[src/design/assert_macros.svh]
`ifndef ASSERT_MACROS_SVH
`define ASSERT_MACROS_SVH

// Clocked check, suspended while reset is asserted
`define SLCD_ASSERT(lbl, prop, msg) \
    lbl: assert property (@(posedge clk) disable iff (!rst_n) (prop)) else $error(msg);

// Clocked check that also holds during reset
`define SLCD_ASSERT_ALWAYS(lbl, prop, msg) \
    lbl: assert property (@(posedge clk) (prop)) else $error(msg);

`endif

[src/design/slcd_pkg.sv]
`default_nettype none

package slcd_pkg;

    localparam int unsigned BYTE_W = 8;

    // Reset values of the start-of-frame bytes
    localparam logic [BYTE_W-1:0] SYNC_FIRST_RST  = 8'h4B;
    localparam logic [BYTE_W-1:0] SYNC_SECOND_RST = 8'hB4;

    // Configuration register indexes
    typedef enum logic {
        REG_SYNC_FIRST  = 1'b0,
        REG_SYNC_SECOND = 1'b1
    } cfg_reg_t;

    // Parser phase, one-hot
    typedef enum logic [3:0] {
        PH_HUNT  = 4'b0001,
        PH_SYNC1 = 4'b0010,
        PH_LEN   = 4'b0100,
        PH_BODY  = 4'b1000
    } phase_t;

endpackage

`default_nettype wire

[src/design/sync_length_checksum_deframer.sv]
// Frame parser for a serial byte stream.
// Input channel: one received byte per transaction on rx_byte (in_valid/in_ready).
// The block hunts for two start bytes (sync_first, sync_second), then takes a
// length byte L and passes the next L bytes out as the frame body.
// Output channel (out_valid/out_ready): one transaction per body byte with
// frame_byte, is_first, is_last, body_length, and sum_ok on the last byte
// (length plus all body bytes sum to zero modulo 256). Start and length bytes
// produce no output; a zero length drops the frame.
// Configuration: cfg_we writes cfg_wdata into the register at cfg_addr
// (0 = sync_first, 1 = sync_second); write only while idle.
// Latency: a body byte appears on the output the cycle after it is accepted.
// Throughput: one byte per cycle; the single output register is refilled in
// the same cycle it is drained, so in_ready = !out_valid || out_ready.
// When the receiver stalls, the result stays in the output register and
// in_ready drops until it is taken.
// Reset (rst_n low, asynchronous): registers go to 0x4B / 0xB4, the parser
// returns to hunting, the output register empties.
`default_nettype none

module sync_length_checksum_deframer (
    input  wire logic                        clk,
    input  wire logic                        rst_n,
    // configuration
    input  wire logic                        cfg_we,
    input  wire logic                        cfg_addr,
    input  wire logic [slcd_pkg::BYTE_W-1:0] cfg_wdata,
    // input channel
    input  wire logic                        in_valid,
    output logic                             in_ready,
    input  wire logic [slcd_pkg::BYTE_W-1:0] rx_byte,
    // output channel
    output logic                             out_valid,
    input  wire logic                        out_ready,
    output logic [slcd_pkg::BYTE_W-1:0]      frame_byte,
    output logic                             is_first,
    output logic                             is_last,
    output logic                             sum_ok,
    output logic [slcd_pkg::BYTE_W-1:0]      body_length
);
    import slcd_pkg::*;

    `include "assert_macros.svh"

    logic [BYTE_W-1:0] sync_first_reg;
    logic [BYTE_W-1:0] sync_second_reg;

    phase_t            phase_reg, phase_next;
    logic [BYTE_W-1:0] frame_len_reg, frame_len_next;
    logic [BYTE_W-1:0] bytes_left_reg, bytes_left_next;
    logic [BYTE_W-1:0] running_sum_reg, running_sum_next;

    logic              out_valid_reg;
    logic [BYTE_W-1:0] frame_byte_reg;
    logic              is_first_reg;
    logic              is_last_reg;
    logic              sum_ok_reg;
    logic [BYTE_W-1:0] body_length_reg;

    logic              in_accept;
    logic              emit;
    logic              body_first;
    logic              body_last;

    // Configuration registers
    always_ff @(posedge clk or negedge rst_n)
    begin
        if (!rst_n)
        begin
            sync_first_reg  <= SYNC_FIRST_RST;
            sync_second_reg <= SYNC_SECOND_RST;
        end
        else if (cfg_we)
        begin
            case (cfg_reg_t'(cfg_addr))
                REG_SYNC_FIRST:  sync_first_reg  <= cfg_wdata;
                REG_SYNC_SECOND: sync_second_reg <= cfg_wdata;
                default: ;
            endcase
        end
    end

    // Handshake
    assign in_ready  = !out_valid_reg || out_ready;
    assign in_accept = in_valid && in_ready;

    // Body byte marks
    assign body_first       = (bytes_left_reg == frame_len_reg);
    assign bytes_left_next  = (phase_reg == PH_BODY) ? bytes_left_reg - 8'd1 : rx_byte;
    assign body_last        = (bytes_left_reg == 8'd1);
    assign running_sum_next = (phase_reg == PH_BODY) ? running_sum_reg + rx_byte : rx_byte;

    // Next phase and frame length
    always_comb
    begin
        phase_next     = phase_reg;
        frame_len_next = frame_len_reg;
        emit           = 1'b0;
        case (phase_reg)
            PH_HUNT:
            begin
                if (rx_byte == sync_first_reg)
                    phase_next = PH_SYNC1;
            end
            PH_SYNC1:
            begin
                if (rx_byte == sync_second_reg)
                    phase_next = PH_LEN;
                else if (rx_byte == sync_first_reg)
                    phase_next = PH_SYNC1;
                else
                    phase_next = PH_HUNT;
            end
            PH_LEN:
            begin
                if (rx_byte == 8'd0)
                    phase_next = PH_HUNT;
                else
                begin
                    phase_next     = PH_BODY;
                    frame_len_next = rx_byte;
                end
            end
            PH_BODY:
            begin
                emit = 1'b1;
                if (body_last)
                    phase_next = PH_HUNT;
            end
            default:
                phase_next = PH_HUNT;
        endcase
    end

    // Parser state
    always_ff @(posedge clk or negedge rst_n)
    begin
        if (!rst_n)
        begin
            phase_reg       <= PH_HUNT;
            frame_len_reg   <= '0;
            bytes_left_reg  <= '0;
            running_sum_reg <= '0;
        end
        else if (in_accept)
        begin
            phase_reg <= phase_next;
            if (phase_reg == PH_LEN || phase_reg == PH_BODY)
            begin
                frame_len_reg   <= frame_len_next;
                bytes_left_reg  <= bytes_left_next;
                running_sum_reg <= running_sum_next;
            end
        end
    end

    // Output register valid
    always_ff @(posedge clk or negedge rst_n)
    begin
        if (!rst_n)
            out_valid_reg <= 1'b0;
        else if (in_ready)
            out_valid_reg <= in_accept && emit;
    end

    // Output register payload
    always_ff @(posedge clk)
    begin
        if (in_accept && emit)
        begin
            frame_byte_reg  <= rx_byte;
            is_first_reg    <= body_first;
            is_last_reg     <= body_last;
            sum_ok_reg      <= body_last && (running_sum_next == 8'd0);
            body_length_reg <= frame_len_reg;
        end
    end

    assign out_valid   = out_valid_reg;
    assign frame_byte  = frame_byte_reg;
    assign is_first    = is_first_reg;
    assign is_last     = is_last_reg;
    assign sum_ok      = sum_ok_reg;
    assign body_length = body_length_reg;

    // Checks
    `SLCD_ASSERT_ALWAYS(a_reset_empties_output, !rst_n |=> !out_valid_reg,
        "output register not empty during reset")
    `SLCD_ASSERT(a_body_count_nonzero, (phase_reg == PH_BODY) |-> (bytes_left_reg != 8'd0),
        "in body with no bytes left")
    `SLCD_ASSERT(a_body_count_bounded,
        (phase_reg == PH_BODY) |-> (bytes_left_reg <= frame_len_reg),
        "bytes left exceeds frame length")
    `SLCD_ASSERT(a_last_returns_to_hunt,
        (in_accept && phase_reg == PH_BODY && body_last) |=> (phase_reg == PH_HUNT),
        "last body byte did not return to hunting")
    `SLCD_ASSERT(a_zero_length_drops,
        (in_accept && phase_reg == PH_LEN && rx_byte == 8'd0) |=> (phase_reg == PH_HUNT),
        "zero length did not drop the frame")

endmodule

`default_nettype wire

[config.mk]
export PLATFORM = sky130hd
export DESIGN_NAME = sync_length_checksum_deframer
export DESIGN_NICKNAME = d
export VERILOG_FILES = /design/src/design/slcd_pkg.sv /design/src/design/sync_length_checksum_deframer.sv
export VERILOG_INCLUDE_DIRS = /design/src /design/src/design
export SDC_FILE = /design/constraint.sdc
export NUM_CORES = 1
export LEC_CHECK = 0
export BUFFER_PORTS_ARGS = -buffer_cell sky130_fd_sc_hd__clkbuf_2
export CAP_MARGIN = 0
export CORE_MARGIN = 3
export CORE_UTILIZATION = 51
export DETAILED_ROUTE_END_ITERATION = 8
export PLACE_DENSITY = 0.72
export SYNTH_ARGS = -nofsm -noshare
export SYNTH_HDL_FRONTEND = slang
export SYNTH_SLANG_ARGS = --single-unit
[constraint.sdc]
create_clock -name clk -period 4.9 [get_ports clk]
set_clock_uncertainty 0.2 [all_clocks]
set_input_delay 0.49 -clock clk [delete_from_list [all_inputs] [get_ports clk]]
set_output_delay 0.49 -clock clk [all_outputs]
set_load 0.01 [all_outputs]
==> impl_metrics.xml, run 1 <==
<?xml version="1.0" encoding="UTF-8"?>
<metrics>
  <group name="clock_network">
    <metric name="cts_repair_resize_count" unit="">0</metric>
    <metric name="postcts_setup_bufs" unit="">0</metric>
    <metric name="clock_tree_from_tritoncts" unit="">built</metric>
    <metric name="cts-buffers-inserted" unit="">9</metric>
    <metric name="clockRootBuffer" unit="">clkbuf_8</metric>
    <metric name="clkLatencyLatePin" unit="ns">0.34</metric>
    <metric name="numClockSinks" unit="">64</metric>
    <metric name="clockBufferDepth" unit="">2</metric>
    <metric name="cts.clk_slew.worst_paths" unit="ns">0.07</metric>
    <metric name="cts.htree.levels" unit="">3</metric>
    <metric name="hold_buffers" unit="">0</metric>
  </group>
  <group name="synth">
    <metric name="yosys.area.top_type" unit="">dfrtp_1</metric>
    <metric name="ys_async_sr_fraction" unit="">0.703</metric>
    <metric name="synth_cells" unit="">298</metric>
    <metric name="synth.avg_cell_area" unit="µm²">11.1</metric>
    <metric name="synth_adder_area_share" unit="">0.0403</metric>
    <metric name="ys_top_cells_by_area" unit="">dfrtp_1 (27%), edfxtp_1 (17%), dfstp_2 (7.2%)</metric>
    <metric name="share_of_the_synthesized_netlist_area_taken_by_xor_and_xnor_gates" unit="">0.0745</metric>
    <metric name="ys_ff_latch" unit="">64</metric>
    <metric name="synth_simple_gate_area_share" unit="">0.178</metric>
    <metric name="synth-edff-count" unit="">19</metric>
    <metric name="synth_top_area_frac" unit="">0.274</metric>
    <metric name="largest_family_of_logic_cells_by_synthesized_area" unit="">simple AND/OR/NAND/NOR gates</metric>
    <metric name="synth.mux.area_fraction" unit="">0.0638</metric>
    <metric name="synth.yosys.warnings" unit="">0</metric>
    <metric name="netlist_area" unit="µm²">3290</metric>
    <metric name="synth_compound_area_frac" unit="">0.103</metric>
    <metric name="number_of_unique_standard_cell_types_used_by_synthesis" unit="">57</metric>
    <metric name="sequential_to_total_area_share_from_yosys_stat" unit="">0.519</metric>
    <metric name="postSynthNetCount" unit="">330</metric>
    <metric name="synth_flop_cell" unit="">dfrtp_1</metric>
  </group>
  <group name="die">
    <metric name="die_width" unit="µm">86.4</metric>
    <metric name="floorplan.core_area" unit="µm²">6100</metric>
    <metric name="die_area" unit="µm²">7460</metric>
    <metric name="ioPinCount" unit="">43</metric>
    <metric name="starting_density" unit="">0.540</metric>
    <metric name="die_h" unit="µm">86.4</metric>
    <metric name="num_rows" unit="">28</metric>
  </group>
  <group name="final_layout">
    <metric name="post-route-util" unit="">0.617</metric>
    <metric name="most_common_cell_after_layout_fill_and_taps_aside" unit="">nand2_1</metric>
    <metric name="n_fill_cell" unit="">511</metric>
    <metric name="nNetsFinal" unit="">375</metric>
    <metric name="drive_above_1_share" unit="">0.267</metric>
    <metric name="multiInputGateArea" unit="µm²">1520</metric>
    <metric name="syn_to_final_growth" unit="%">14.3</metric>
    <metric name="final_design_area_no_fill" unit="µm²">3760</metric>
    <metric name="layout.cells.most_common_list" unit="">nand2_1 (55), clkbuf_2 (42), dfrtp_1 (36)</metric>
    <metric name="insertedDiodeCount" unit="">0</metric>
    <metric name="layoutNonFillerInstCount" unit="">423</metric>
    <metric name="ff_latch_area" unit="µm²">1710</metric>
  </group>
  <group name="flow_run">
    <metric name="drv.max_cap_violation_count" unit="">0</metric>
  </group>
  <group name="global_route">
    <metric name="groute.layer.met3.usage" unit="">0.0409</metric>
    <metric name="grt_start_max_net_pins" unit="">46</metric>
    <metric name="track_usage" unit="">0.204</metric>
    <metric name="grt_antenna_before_repair" unit="">0</metric>
    <metric name="met2_global_route_usage" unit="">0.331</metric>
    <metric name="via_count_of_the_first_global_routing_pass" unit="">2383</metric>
    <metric name="global_route.peak_usage_layer" unit="">met2</metric>
    <metric name="grt_pass1_wl" unit="mm">11.5</metric>
    <metric name="overflow" unit="">0</metric>
    <metric name="grtUsageMet1" unit="">0.260</metric>
  </group>
  <group name="power_and_ir_drop">
    <metric name="pwr_per_cell_area" unit="nW/µm²">302</metric>
    <metric name="worst_ir_drop_vdd" unit="V">0.000202</metric>
    <metric name="static-leakage-power" unit="nW">1.58</metric>
    <metric name="fin_total_pwr" unit="mW">1.13</metric>
  </group>
  <group name="min_path">
    <metric name="holdCritPathClass" unit="">in2async</metric>
  </group>
  <group name="setup_path">
    <metric name="worstSetupEndpointType" unit="">flop</metric>
    <metric name="critPathLaunch" unit="">phase_reg[2]</metric>
    <metric name="timing.setup.critical_path_class" unit="">reg2reg</metric>
    <metric name="critical_path.top_delay_family" unit="">simple AND/OR/NAND/NOR gates</metric>
    <metric name="worst_path_max_delay_cell" unit="">or4b_1</metric>
    <metric name="critical_path.cell_chain" unit="">or4b_1 &gt; nand2_1 &gt; o31ai_1 &gt; a211o_1 &gt; nor4_2</metric>
    <metric name="critPathMaxFanout" unit="">19</metric>
    <metric name="timing.critical_path.from_type" unit="">flop</metric>
    <metric name="crit-reg2reg-capture" unit="">sum_ok</metric>
    <metric name="rr_worst_depth" unit="">5</metric>
    <metric name="cp_data_required_time" unit="ns">4.87</metric>
    <metric name="worst_r2r_startpoint" unit="">phase_reg[2]</metric>
    <metric name="critical_path_buf_inv_count" unit="">0</metric>
    <metric name="critical_path_arrival" unit="ns">2.44</metric>
    <metric name="regToRegSetupSlack" unit="ns">2.43</metric>
    <metric name="cp_slowest_stage_delay" unit="ns">0.88</metric>
  </group>
  <group name="status">
    <metric name="status" unit="">finished, final reports clean</metric>
  </group>
  <group name="placement">
    <metric name="placer_congestion" unit="">0.927</metric>
    <metric name="port_buffers" unit="">42</metric>
    <metric name="setup_slack_at_placement" unit="ns">2.23</metric>
    <metric name="hpwlAfterDp" unit="mm">5.06</metric>
    <metric name="dpl_cell_area" unit="µm²">3570</metric>
    <metric name="dpl.cell_count" unit="">407</metric>
  </group>
  <group name="sta">
    <metric name="finalWorstPathRequiredPeriod" unit="ns">2.47</metric>
    <metric name="postLayoutSetupSlackWorst" unit="ns">2.43</metric>
    <metric name="final-hold-violation-count" unit="">0</metric>
    <metric name="setup_viol_count_final" unit="">0</metric>
    <metric name="worstMarginPinSlew" unit="ns">0.833</metric>
    <metric name="rsz_0062_raised_after_global_routing" unit="">no</metric>
    <metric name="fin_worst_hold_slack" unit="ns">0.0251</metric>
    <metric name="tns_setup" unit="ns">0</metric>
    <metric name="period_share" unit="">0.503</metric>
    <metric name="max-slew-margin-rel" unit="">0.445</metric>
    <metric name="finalMaxSlewViolations" unit="">0</metric>
    <metric name="maxClockFrequency" unit="GHz">0.406</metric>
  </group>
  <group name="routing">
    <metric name="ant_nets" unit="">0</metric>
    <metric name="avgViaCountPerCell" unit="">5.64</metric>
    <metric name="drc" unit="">0</metric>
    <metric name="detail_route.wl_per_cell" unit="µm">16.7</metric>
    <metric name="first_iter_violations" unit="">139</metric>
    <metric name="vias_after_detailed_routing" unit="">2387</metric>
    <metric name="drt_wl_total" unit="mm">7.08</metric>
    <metric name="drtPass1Iterations" unit="">4</metric>
  </group>
</metrics>
## power breakdown
group	internal [mW]	leakage (nW)	switching (mW)	total, mW
clock	0.235	0.0933	0.216	0.451
combinational	0.0461	0.767	0.0485	0.0945
sequential	0.575	0.717	0.0139	0.589
## Yosys cell counts, types with 7 or more instances
library cell,number
dfstp_2,9
xor2_1,8
xnor2_1,20
dfrtp_1,36
o21ai_1,9
nor2_1,9
ha_1,9
nand2_1,55
edfxtp_1,19
inv_1,7
mux2_2,16
nand2b_1,8
## worst max-delay path by stage
stage / end / slack (ns) / cells past startpoint
after global routing: bytes_left_reg[7] / 2.28 / 6
after global placement: sum_ok / 2.30 / 9
final: sum_ok / 2.43 / 5
after floorplan: sum_ok / 2.61 / 8
after detailed placement: sum_ok / 2.23 / 9
after CTS: body_length[0] / 2.43 / 4
## cells by family after synthesis
family                   after synthesis
flip-flops                            64
buffers and inverters                 17
AO/OA/AOI/OAI                         49
adder cells (fa/ha/maj)               10
AND/OR/NAND/NOR                      111
multiplexers                          19
XOR/XNOR                              28
## metal layers
metal / vias to the layer above / wire length (µm)
met5: - / 0
met4: 0 / 194
met3: 19 / 388
met1: 1135 / 3100
li1: 1163 / -
met2: 70 / 3410
## area by class of cell
cell class | count | share of cell area
inverters | 7 | 0.00698
multi-input cells | 217 | 0.403
clock inverters | 7 | 0.0189
flip-flops and latches | 64 | 0.454
well taps | 75 | 0.0249
repair buffers | 44 | 0.0598
clock buffers | 9 | 0.0329
Power figures use the tool's default switching activity.
==> run 2, diff against run 1 <==
==> constraint.sdc (replaced) <==
create_clock -name clk -period 2.3 [get_ports clk]
set_clock_uncertainty 0.2 [all_clocks]
set_input_delay 0.23 -clock clk [delete_from_list [all_inputs] [get_ports clk]]
set_output_delay 0.23 -clock clk [all_outputs]
set_load 0.01 [all_outputs]
==> run 2 against run 1 <==
  * Core utilization increased by 5.7 points
  * Critical path depth is 1 higher
  * Combinational power rose to 2.5 times the previous value
  * Sequential cell count unchanged
  * Highest routed layer unchanged
==> impl_metrics.xml, run 2 (synthesis results as in run 1) <==
<?xml version="1.0" encoding="UTF-8"?>
<metrics>
  <group name="min_path">
    <metric name="min_delay_path_depth" unit="">4</metric>
    <metric name="hold_path.startpoint" unit="">in_valid</metric>
    <metric name="whs_endpoint" unit="">phase_reg[2]</metric>
    <metric name="holdCritPathClass" unit="">in2reg</metric>
  </group>
  <group name="final_layout">
    <metric name="most_common_cell_after_layout_fill_and_taps_aside" unit="">nand2_1</metric>
    <metric name="layout.cells.most_common_list" unit="">nand2_1 (55), clkbuf_2 (42), dfrtp_1 (36)</metric>
    <metric name="drive_above_1_share" unit="">0.316</metric>
    <metric name="insertedDiodeCount" unit="">0</metric>
    <metric name="nNetsFinal" unit="">403</metric>
    <metric name="syn_to_final_growth" unit="%">24.8</metric>
  </group>
  <group name="setup_path">
    <metric name="worst_r2r_startpoint" unit="">running_sum_reg[2]</metric>
    <metric name="cp_slowest_stage_delay" unit="ns">0.39</metric>
    <metric name="crit-reg2reg-capture" unit="">sum_ok</metric>
    <metric name="critical_path.cell_chain" unit="">ha_1 &gt; or2_2 &gt; a31oi_2 &gt; a2bb2oi_1 &gt; mux2i_1 &gt; nor4_2</metric>
    <metric name="worstSetupEndpointType" unit="">flop</metric>
    <metric name="critPathMaxFanout" unit="">3</metric>
    <metric name="critical_path_arrival" unit="ns">2.10</metric>
    <metric name="regToRegSetupSlack" unit="ns">0.09</metric>
    <metric name="timing.setup.critical_path_class" unit="">reg2reg</metric>
    <metric name="worst_path_max_delay_cell" unit="">dfrtp_1</metric>
    <metric name="cp_data_required_time" unit="ns">2.20</metric>
    <metric name="rr_worst_depth" unit="">6</metric>
    <metric name="timing.critical_path.from_type" unit="">flop</metric>
  </group>
  <group name="die">
    <metric name="floorplan.core_area" unit="µm²">6100</metric>
    <metric name="die_width" unit="µm">86.4</metric>
    <metric name="die_area" unit="µm²">7460</metric>
    <metric name="ioPinCount" unit="">43</metric>
    <metric name="starting_density" unit="">0.540</metric>
    <metric name="die_h" unit="µm">86.4</metric>
    <metric name="num_rows" unit="">28</metric>
  </group>
  <group name="routing">
    <metric name="first_iter_violations" unit="">188</metric>
    <metric name="drt_wl_total" unit="mm">7.56</metric>
    <metric name="drtPass1Iterations" unit="">4</metric>
    <metric name="drc" unit="">0</metric>
    <metric name="ant_nets" unit="">0</metric>
    <metric name="detail_route.wl_per_cell" unit="µm">16.8</metric>
    <metric name="vias_after_detailed_routing" unit="">2474</metric>
    <metric name="avgViaCountPerCell" unit="">5.49</metric>
  </group>
  <group name="clock_network">
    <metric name="clockBufferDepth" unit="">2</metric>
    <metric name="clkLatencyLatePin" unit="ns">0.36</metric>
    <metric name="postcts_setup_bufs" unit="">0</metric>
    <metric name="clockRootBuffer" unit="">clkbuf_8</metric>
    <metric name="clock_tree_from_tritoncts" unit="">built</metric>
    <metric name="cts.htree.levels" unit="">3</metric>
    <metric name="cts-buffers-inserted" unit="">9</metric>
    <metric name="cts.clk_slew.worst_paths" unit="ns">0.07</metric>
    <metric name="numClockSinks" unit="">64</metric>
  </group>
  <group name="power_and_ir_drop">
    <metric name="fin_total_pwr" unit="mW">2.66</metric>
    <metric name="pwr_per_cell_area" unit="nW/µm²">648</metric>
    <metric name="static-leakage-power" unit="nW">1.75</metric>
    <metric name="worst_ir_drop_vdd" unit="V">0.000475</metric>
  </group>
  <group name="sta">
    <metric name="max-slew-margin-rel" unit="">0.598</metric>
    <metric name="tns_setup" unit="ns">0</metric>
    <metric name="maxClockFrequency" unit="GHz">0.453</metric>
    <metric name="rsz_0062_raised_after_global_routing" unit="">yes</metric>
    <metric name="period_share" unit="">0.960</metric>
    <metric name="finalWorstPathRequiredPeriod" unit="ns">2.21</metric>
    <metric name="worstMarginPinSlew" unit="ns">0.604</metric>
    <metric name="finalMaxSlewViolations" unit="">0</metric>
    <metric name="setup_viol_count_final" unit="">0</metric>
    <metric name="final-hold-violation-count" unit="">0</metric>
  </group>
  <group name="global_route">
    <metric name="grt_pass1_wl" unit="mm">12.2</metric>
    <metric name="via_count_of_the_first_global_routing_pass" unit="">2447</metric>
    <metric name="grt_start_max_net_pins" unit="">25</metric>
    <metric name="grt_antenna_before_repair" unit="">0</metric>
    <metric name="overflow" unit="">0</metric>
    <metric name="track_usage" unit="">0.218</metric>
  </group>
  <group name="placement">
    <metric name="port_buffers" unit="">42</metric>
    <metric name="placer_congestion" unit="">0.920</metric>
    <metric name="hpwlAfterDp" unit="mm">5.43</metric>
  </group>
  <group name="status">
    <metric name="status" unit="">finished, final reports clean</metric>
  </group>
  <group name="flow_run">
    <metric name="drv.max_cap_violation_count" unit="">0</metric>
  </group>
</metrics>
run 2: layout make-up:
cell class | count | area (µm²)
clock buffers | 14 | 183
clock inverters | 2 | 60.1
fillers | 473 | 1990
inverters | 7 | 26.3
multi-input cells | 217 | 1550
flip-flops and latches | 64 | 1710
well taps | 75 | 93.8
repair buffers | 72 | 485
run 2: repair_timing:
item                                    4_1_cts  5_1_grt
gates resized for setup                       1        7
hold endpoints to repair                     35        0
pin swaps                                     0        1
hold buffers                                 10        0
endpoints found under the setup margin        1        1
gates cloned                                  0        0
run 2: critical path, delay by kind of cell, from the launching register on:
kind | cells | cell delay (ns)
mux | 1 | 0.25
fa+ha+maj | 1 | 0.34
simple gates | 2 | 0.43
compound gates | 2 | 0.33
flops | 1 | 0.39
run 2: worst max path at each step:
stage / from / endpoint / slack, ns / depth (start not counted)
after CTS: running_sum_reg[0] / sum_ok / 0.02 / 8
final: running_sum_reg[2] / sum_ok / 0.09 / 6
after floorplan: out_valid / body_length[0] / 0.16 / 5
after global placement: rx_byte[0] / sum_ok / 0.06 / 9
after global routing: running_sum_reg[0] / sum_ok / -0.03 / 8
after detailed placement: running_sum_reg[0] / sum_ok / 0.01 / 8
run 2: report_power, final:
part	total (mW)	leakage (nW)	switching (mW)	internal, mW
logic	0.237	0.913	0.114	0.124
registers	1.25	0.717	0.0284	1.23
clock network	1.17	0.123	0.441	0.730
run 2: per-layer routing:
layer  share of wire  up-vias  routed length [µm]  track usage
li1                -     1222                   -            -
met1            0.43     1179                3260        0.274
met2            0.50       58                3760        0.357
met3           0.050       15                 378       0.0494
met4           0.021        0                 158        0.101
met5               0        -                   0            0
run 2: through the flow:
| step | area, µm² | worst slack, ns | utilization | hold slack (ns) | std cells |
|---|---|---|---|---|---|
| after floorplan | 3290 | 0.157 | - | -0.266 | 298 |
| after global placement | 3730 | 0.0587 | 0.612 | 0.0608 | 425 |
| after detailed placement | 3730 | 0.0121 | 0.612 | 0.0694 | 425 |
| after CTS | 4080 | 0.0159 | 0.669 | 0.00656 | 451 |
| after global routing | 4110 | -0.0326 | 0.674 | 0.0360 | 451 |
| final | 4110 | 0.0929 | 0.674 | 0.00954 | 451 |
==> run 3, diff against run 2 <==
--- a/config.mk
+++ b/config.mk
@@ -6,12 +6,12 @@
 export SDC_FILE = /design/constraint.sdc
 export NUM_CORES = 1
 export LEC_CHECK = 0
-export BUFFER_PORTS_ARGS = -buffer_cell sky130_fd_sc_hd__clkbuf_2
 export CAP_MARGIN = 0
 export CORE_MARGIN = 3
 export CORE_UTILIZATION = 51
 export DETAILED_ROUTE_END_ITERATION = 8
-export PLACE_DENSITY = 0.72
+export DONT_BUFFER_PORTS = 1
+export PLACE_DENSITY = 0.66
 export SYNTH_ARGS = -nofsm -noshare
 export SYNTH_HDL_FRONTEND = slang
 export SYNTH_SLANG_ARGS = --single-unit
==> run 3 against run 2 <==
  * Setup slack worse by 0.048 ns
  * Highest routed layer unchanged
  * Clock-buffer cell count is 5 lower
  * Register-to-register slack worse by 0.05 ns
  * Routed wire length is 0.49% lower
  * Clock power is 7% lower
  * First-iteration DRC count is 55% lower
  * Critical path depth is 2 higher
  * Non-clock buffer count is 39 lower
  * Sequential share of layout area is 2.2 points higher
==> impl_metrics.xml, run 3 (synthesis results as in run 1) <==
<?xml version="1.0" encoding="UTF-8"?>
<metrics>
  <group name="power_and_ir_drop">
    <metric name="worst_ir_drop_vdd" unit="V">0.000542</metric>
    <metric name="fin_total_pwr" unit="mW">2.55</metric>
    <metric name="pwr_per_cell_area" unit="nW/µm²">654</metric>
    <metric name="static-leakage-power" unit="nW">1.58</metric>
  </group>
  <group name="clock_network">
    <metric name="clockBufferDepth" unit="">2</metric>
    <metric name="clkLatencyLatePin" unit="ns">0.34</metric>
    <metric name="cts-buffers-inserted" unit="">9</metric>
    <metric name="numClockSinks" unit="">64</metric>
    <metric name="cts.clk_slew.worst_paths" unit="ns">0.08</metric>
    <metric name="cts.htree.levels" unit="">3</metric>
    <metric name="clockRootBuffer" unit="">clkbuf_8</metric>
    <metric name="clock_tree_from_tritoncts" unit="">built</metric>
    <metric name="postcts_setup_bufs" unit="">0</metric>
  </group>
  <group name="sta">
    <metric name="finalMaxSlewViolations" unit="">0</metric>
    <metric name="rsz_0062_raised_after_global_routing" unit="">yes</metric>
    <metric name="maxClockFrequency" unit="GHz">0.444</metric>
    <metric name="finalWorstPathRequiredPeriod" unit="ns">2.25</metric>
    <metric name="final-hold-violation-count" unit="">0</metric>
    <metric name="worstMarginPinSlew" unit="ns">0.443</metric>
    <metric name="period_share" unit="">0.980</metric>
    <metric name="max-slew-margin-rel" unit="">0.701</metric>
    <metric name="postLayoutSetupSlackWorst" unit="ns">0.0454</metric>
    <metric name="fin_worst_hold_slack" unit="ns">0.0241</metric>
    <metric name="setup_viol_count_final" unit="">0</metric>
  </group>
  <group name="die">
    <metric name="die_area" unit="µm²">7460</metric>
    <metric name="starting_density" unit="">0.540</metric>
    <metric name="die_h" unit="µm">86.4</metric>
    <metric name="floorplan.core_area" unit="µm²">6100</metric>
    <metric name="die_width" unit="µm">86.4</metric>
    <metric name="ioPinCount" unit="">43</metric>
    <metric name="num_rows" unit="">28</metric>
  </group>
  <group name="routing">
    <metric name="detail_route.wl_per_cell" unit="µm">18.3</metric>
    <metric name="drtPass1Iterations" unit="">4</metric>
    <metric name="ant_nets" unit="">0</metric>
    <metric name="vias_after_detailed_routing" unit="">2395</metric>
    <metric name="avgViaCountPerCell" unit="">5.81</metric>
    <metric name="first_iter_violations" unit="">84</metric>
    <metric name="drc" unit="">0</metric>
    <metric name="drt_wl_total" unit="mm">7.52</metric>
  </group>
  <group name="min_path">
    <metric name="hold_path.startpoint" unit="">out_ready</metric>
    <metric name="min_delay_path_depth" unit="">2</metric>
    <metric name="holdCritPathClass" unit="">in2reg</metric>
    <metric name="whs_endpoint" unit="">out_valid</metric>
  </group>
  <group name="final_layout">
    <metric name="nNetsFinal" unit="">364</metric>
    <metric name="final_design_area_no_fill" unit="µm²">3900</metric>
    <metric name="layoutNonFillerInstCount" unit="">412</metric>
    <metric name="syn_to_final_growth" unit="%">18.5</metric>
    <metric name="layout.cells.most_common_list" unit="">nand2_1 (55), dfrtp_1 (36), xnor2_1 (20)</metric>
    <metric name="insertedDiodeCount" unit="">0</metric>
    <metric name="drive_above_1_share" unit="">0.193</metric>
    <metric name="most_common_cell_after_layout_fill_and_taps_aside" unit="">nand2_1</metric>
  </group>
  <group name="placement">
    <metric name="port_buffers" unit="">0</metric>
    <metric name="dpl_cell_area" unit="µm²">3450</metric>
    <metric name="setup_slack_at_placement" unit="ns">0.0352</metric>
    <metric name="hpwlAfterDp" unit="mm">5.00</metric>
    <metric name="placer_congestion" unit="">0.835</metric>
    <metric name="dpl.cell_count" unit="">376</metric>
  </group>
  <group name="global_route">
    <metric name="grt_pass1_wl" unit="mm">11.9</metric>
    <metric name="via_count_of_the_first_global_routing_pass" unit="">2353</metric>
    <metric name="grt_start_max_net_pins" unit="">46</metric>
    <metric name="track_usage" unit="">0.212</metric>
    <metric name="overflow" unit="">0</metric>
    <metric name="grt_antenna_before_repair" unit="">0</metric>
  </group>
  <group name="setup_path">
    <metric name="timing.critical_path.from_type" unit="">flop</metric>
    <metric name="critical_path.cell_chain" unit="">ha_1 &gt; inv_1 &gt; fa_1 &gt; nand2b_1 &gt; a211oi_2 &gt; o22ai_1 &gt; mux2i_1 &gt; nor4_2</metric>
    <metric name="critical_path_arrival" unit="ns">2.23</metric>
    <metric name="critPathLaunch" unit="">running_sum_reg[0]</metric>
    <metric name="regToRegSetupSlack" unit="ns">0.05</metric>
    <metric name="timing.setup.critical_path_class" unit="">reg2reg</metric>
    <metric name="worst_r2r_startpoint" unit="">running_sum_reg[0]</metric>
    <metric name="cp_slowest_stage_delay" unit="ns">0.39</metric>
    <metric name="critPathMaxFanout" unit="">2</metric>
    <metric name="rr_worst_depth" unit="">8</metric>
    <metric name="worst_path_max_delay_cell" unit="">fa_1</metric>
    <metric name="cp_data_required_time" unit="ns">2.27</metric>
    <metric name="crit-reg2reg-capture" unit="">sum_ok</metric>
    <metric name="worstSetupEndpointType" unit="">flop</metric>
  </group>
  <group name="status">
    <metric name="status" unit="">finished, final reports clean</metric>
  </group>
  <group name="flow_run">
    <metric name="drv.max_cap_violation_count" unit="">0</metric>
  </group>
</metrics>
## run 3: layer usage
| metal | routed length, µm | share of wire | GRT usage | vias to the layer above |
|---|---|---|---|---|
| met5 | 0 | 0 | 0 | - |
| met3 | 393 | 0.052 | 0.0542 | 27 |
| li1 | - | - | - | 1138 |
| met1 | 3320 | 0.44 | 0.271 | 1164 |
| met2 | 3560 | 0.47 | 0.337 | 66 |
| met4 | 241 | 0.032 | 0.0992 | 0 |
## run 3: worst max-delay path by stage
stage | endpoint | slack (ns) | depth (start not counted)
final | sum_ok | 0.05 | 8
after global routing | sum_ok | -0.07 | 8
after CTS | sum_ok | 0.04 | 8
after detailed placement | sum_ok | 0.04 | 8
after global placement | sum_ok | 0.08 | 8
after floorplan | body_length[0] | 0.16 | 5
## run 3: what timing repair did
item,in CTS,in global routing
hold endpoints to repair,95,0
gates resized for setup,1,0
hold buffers,20,0
setup endpoints to repair,1,1
## run 3: worst max-delay path, delay by kind of cell (launching register included)
| family | cells | cell delay (ns) |
|---|---|---|
| fa+ha+maj | 2 | 0.56 |
| mux | 1 | 0.16 |
| simple gates | 2 | 0.45 |
| flops | 1 | 0.35 |
| compound gates | 2 | 0.31 |
| buf+inv | 1 | 0.05 |
## run 3: final cells by class
class / instances / area [µm²]
Timing Repair Buffer: 33 / 328
Tap cell: 75 / 93.8
Clock buffer: 9 / 124
Sequential cell: 64 / 1710
Inverter: 7 / 26.3
Fill cell: 494 / 2190
Clock inverter: 7 / 103
Multi-Input combinational cell: 217 / 1520
## run 3: stage by stage
step	utilization	TNS, ns
2_1_floorplan	-	0
3_3_place_gp	0.567	0
3_5_place_dp	0.567	0
4_1_cts	0.640	0
5_1_grt	0.640	-0.0733
6_report	0.640	0
## run 3: report_power, final
| part | internal [mW] | switching (mW) | leakage (nW) |
|---|---|---|---|
| registers | 1.23 | 0.0281 | 0.717 |
| logic | 0.114 | 0.0942 | 0.748 |
| clock network | 0.621 | 0.470 | 0.110 |
| total | 1.96 | 0.592 | 1.58 |
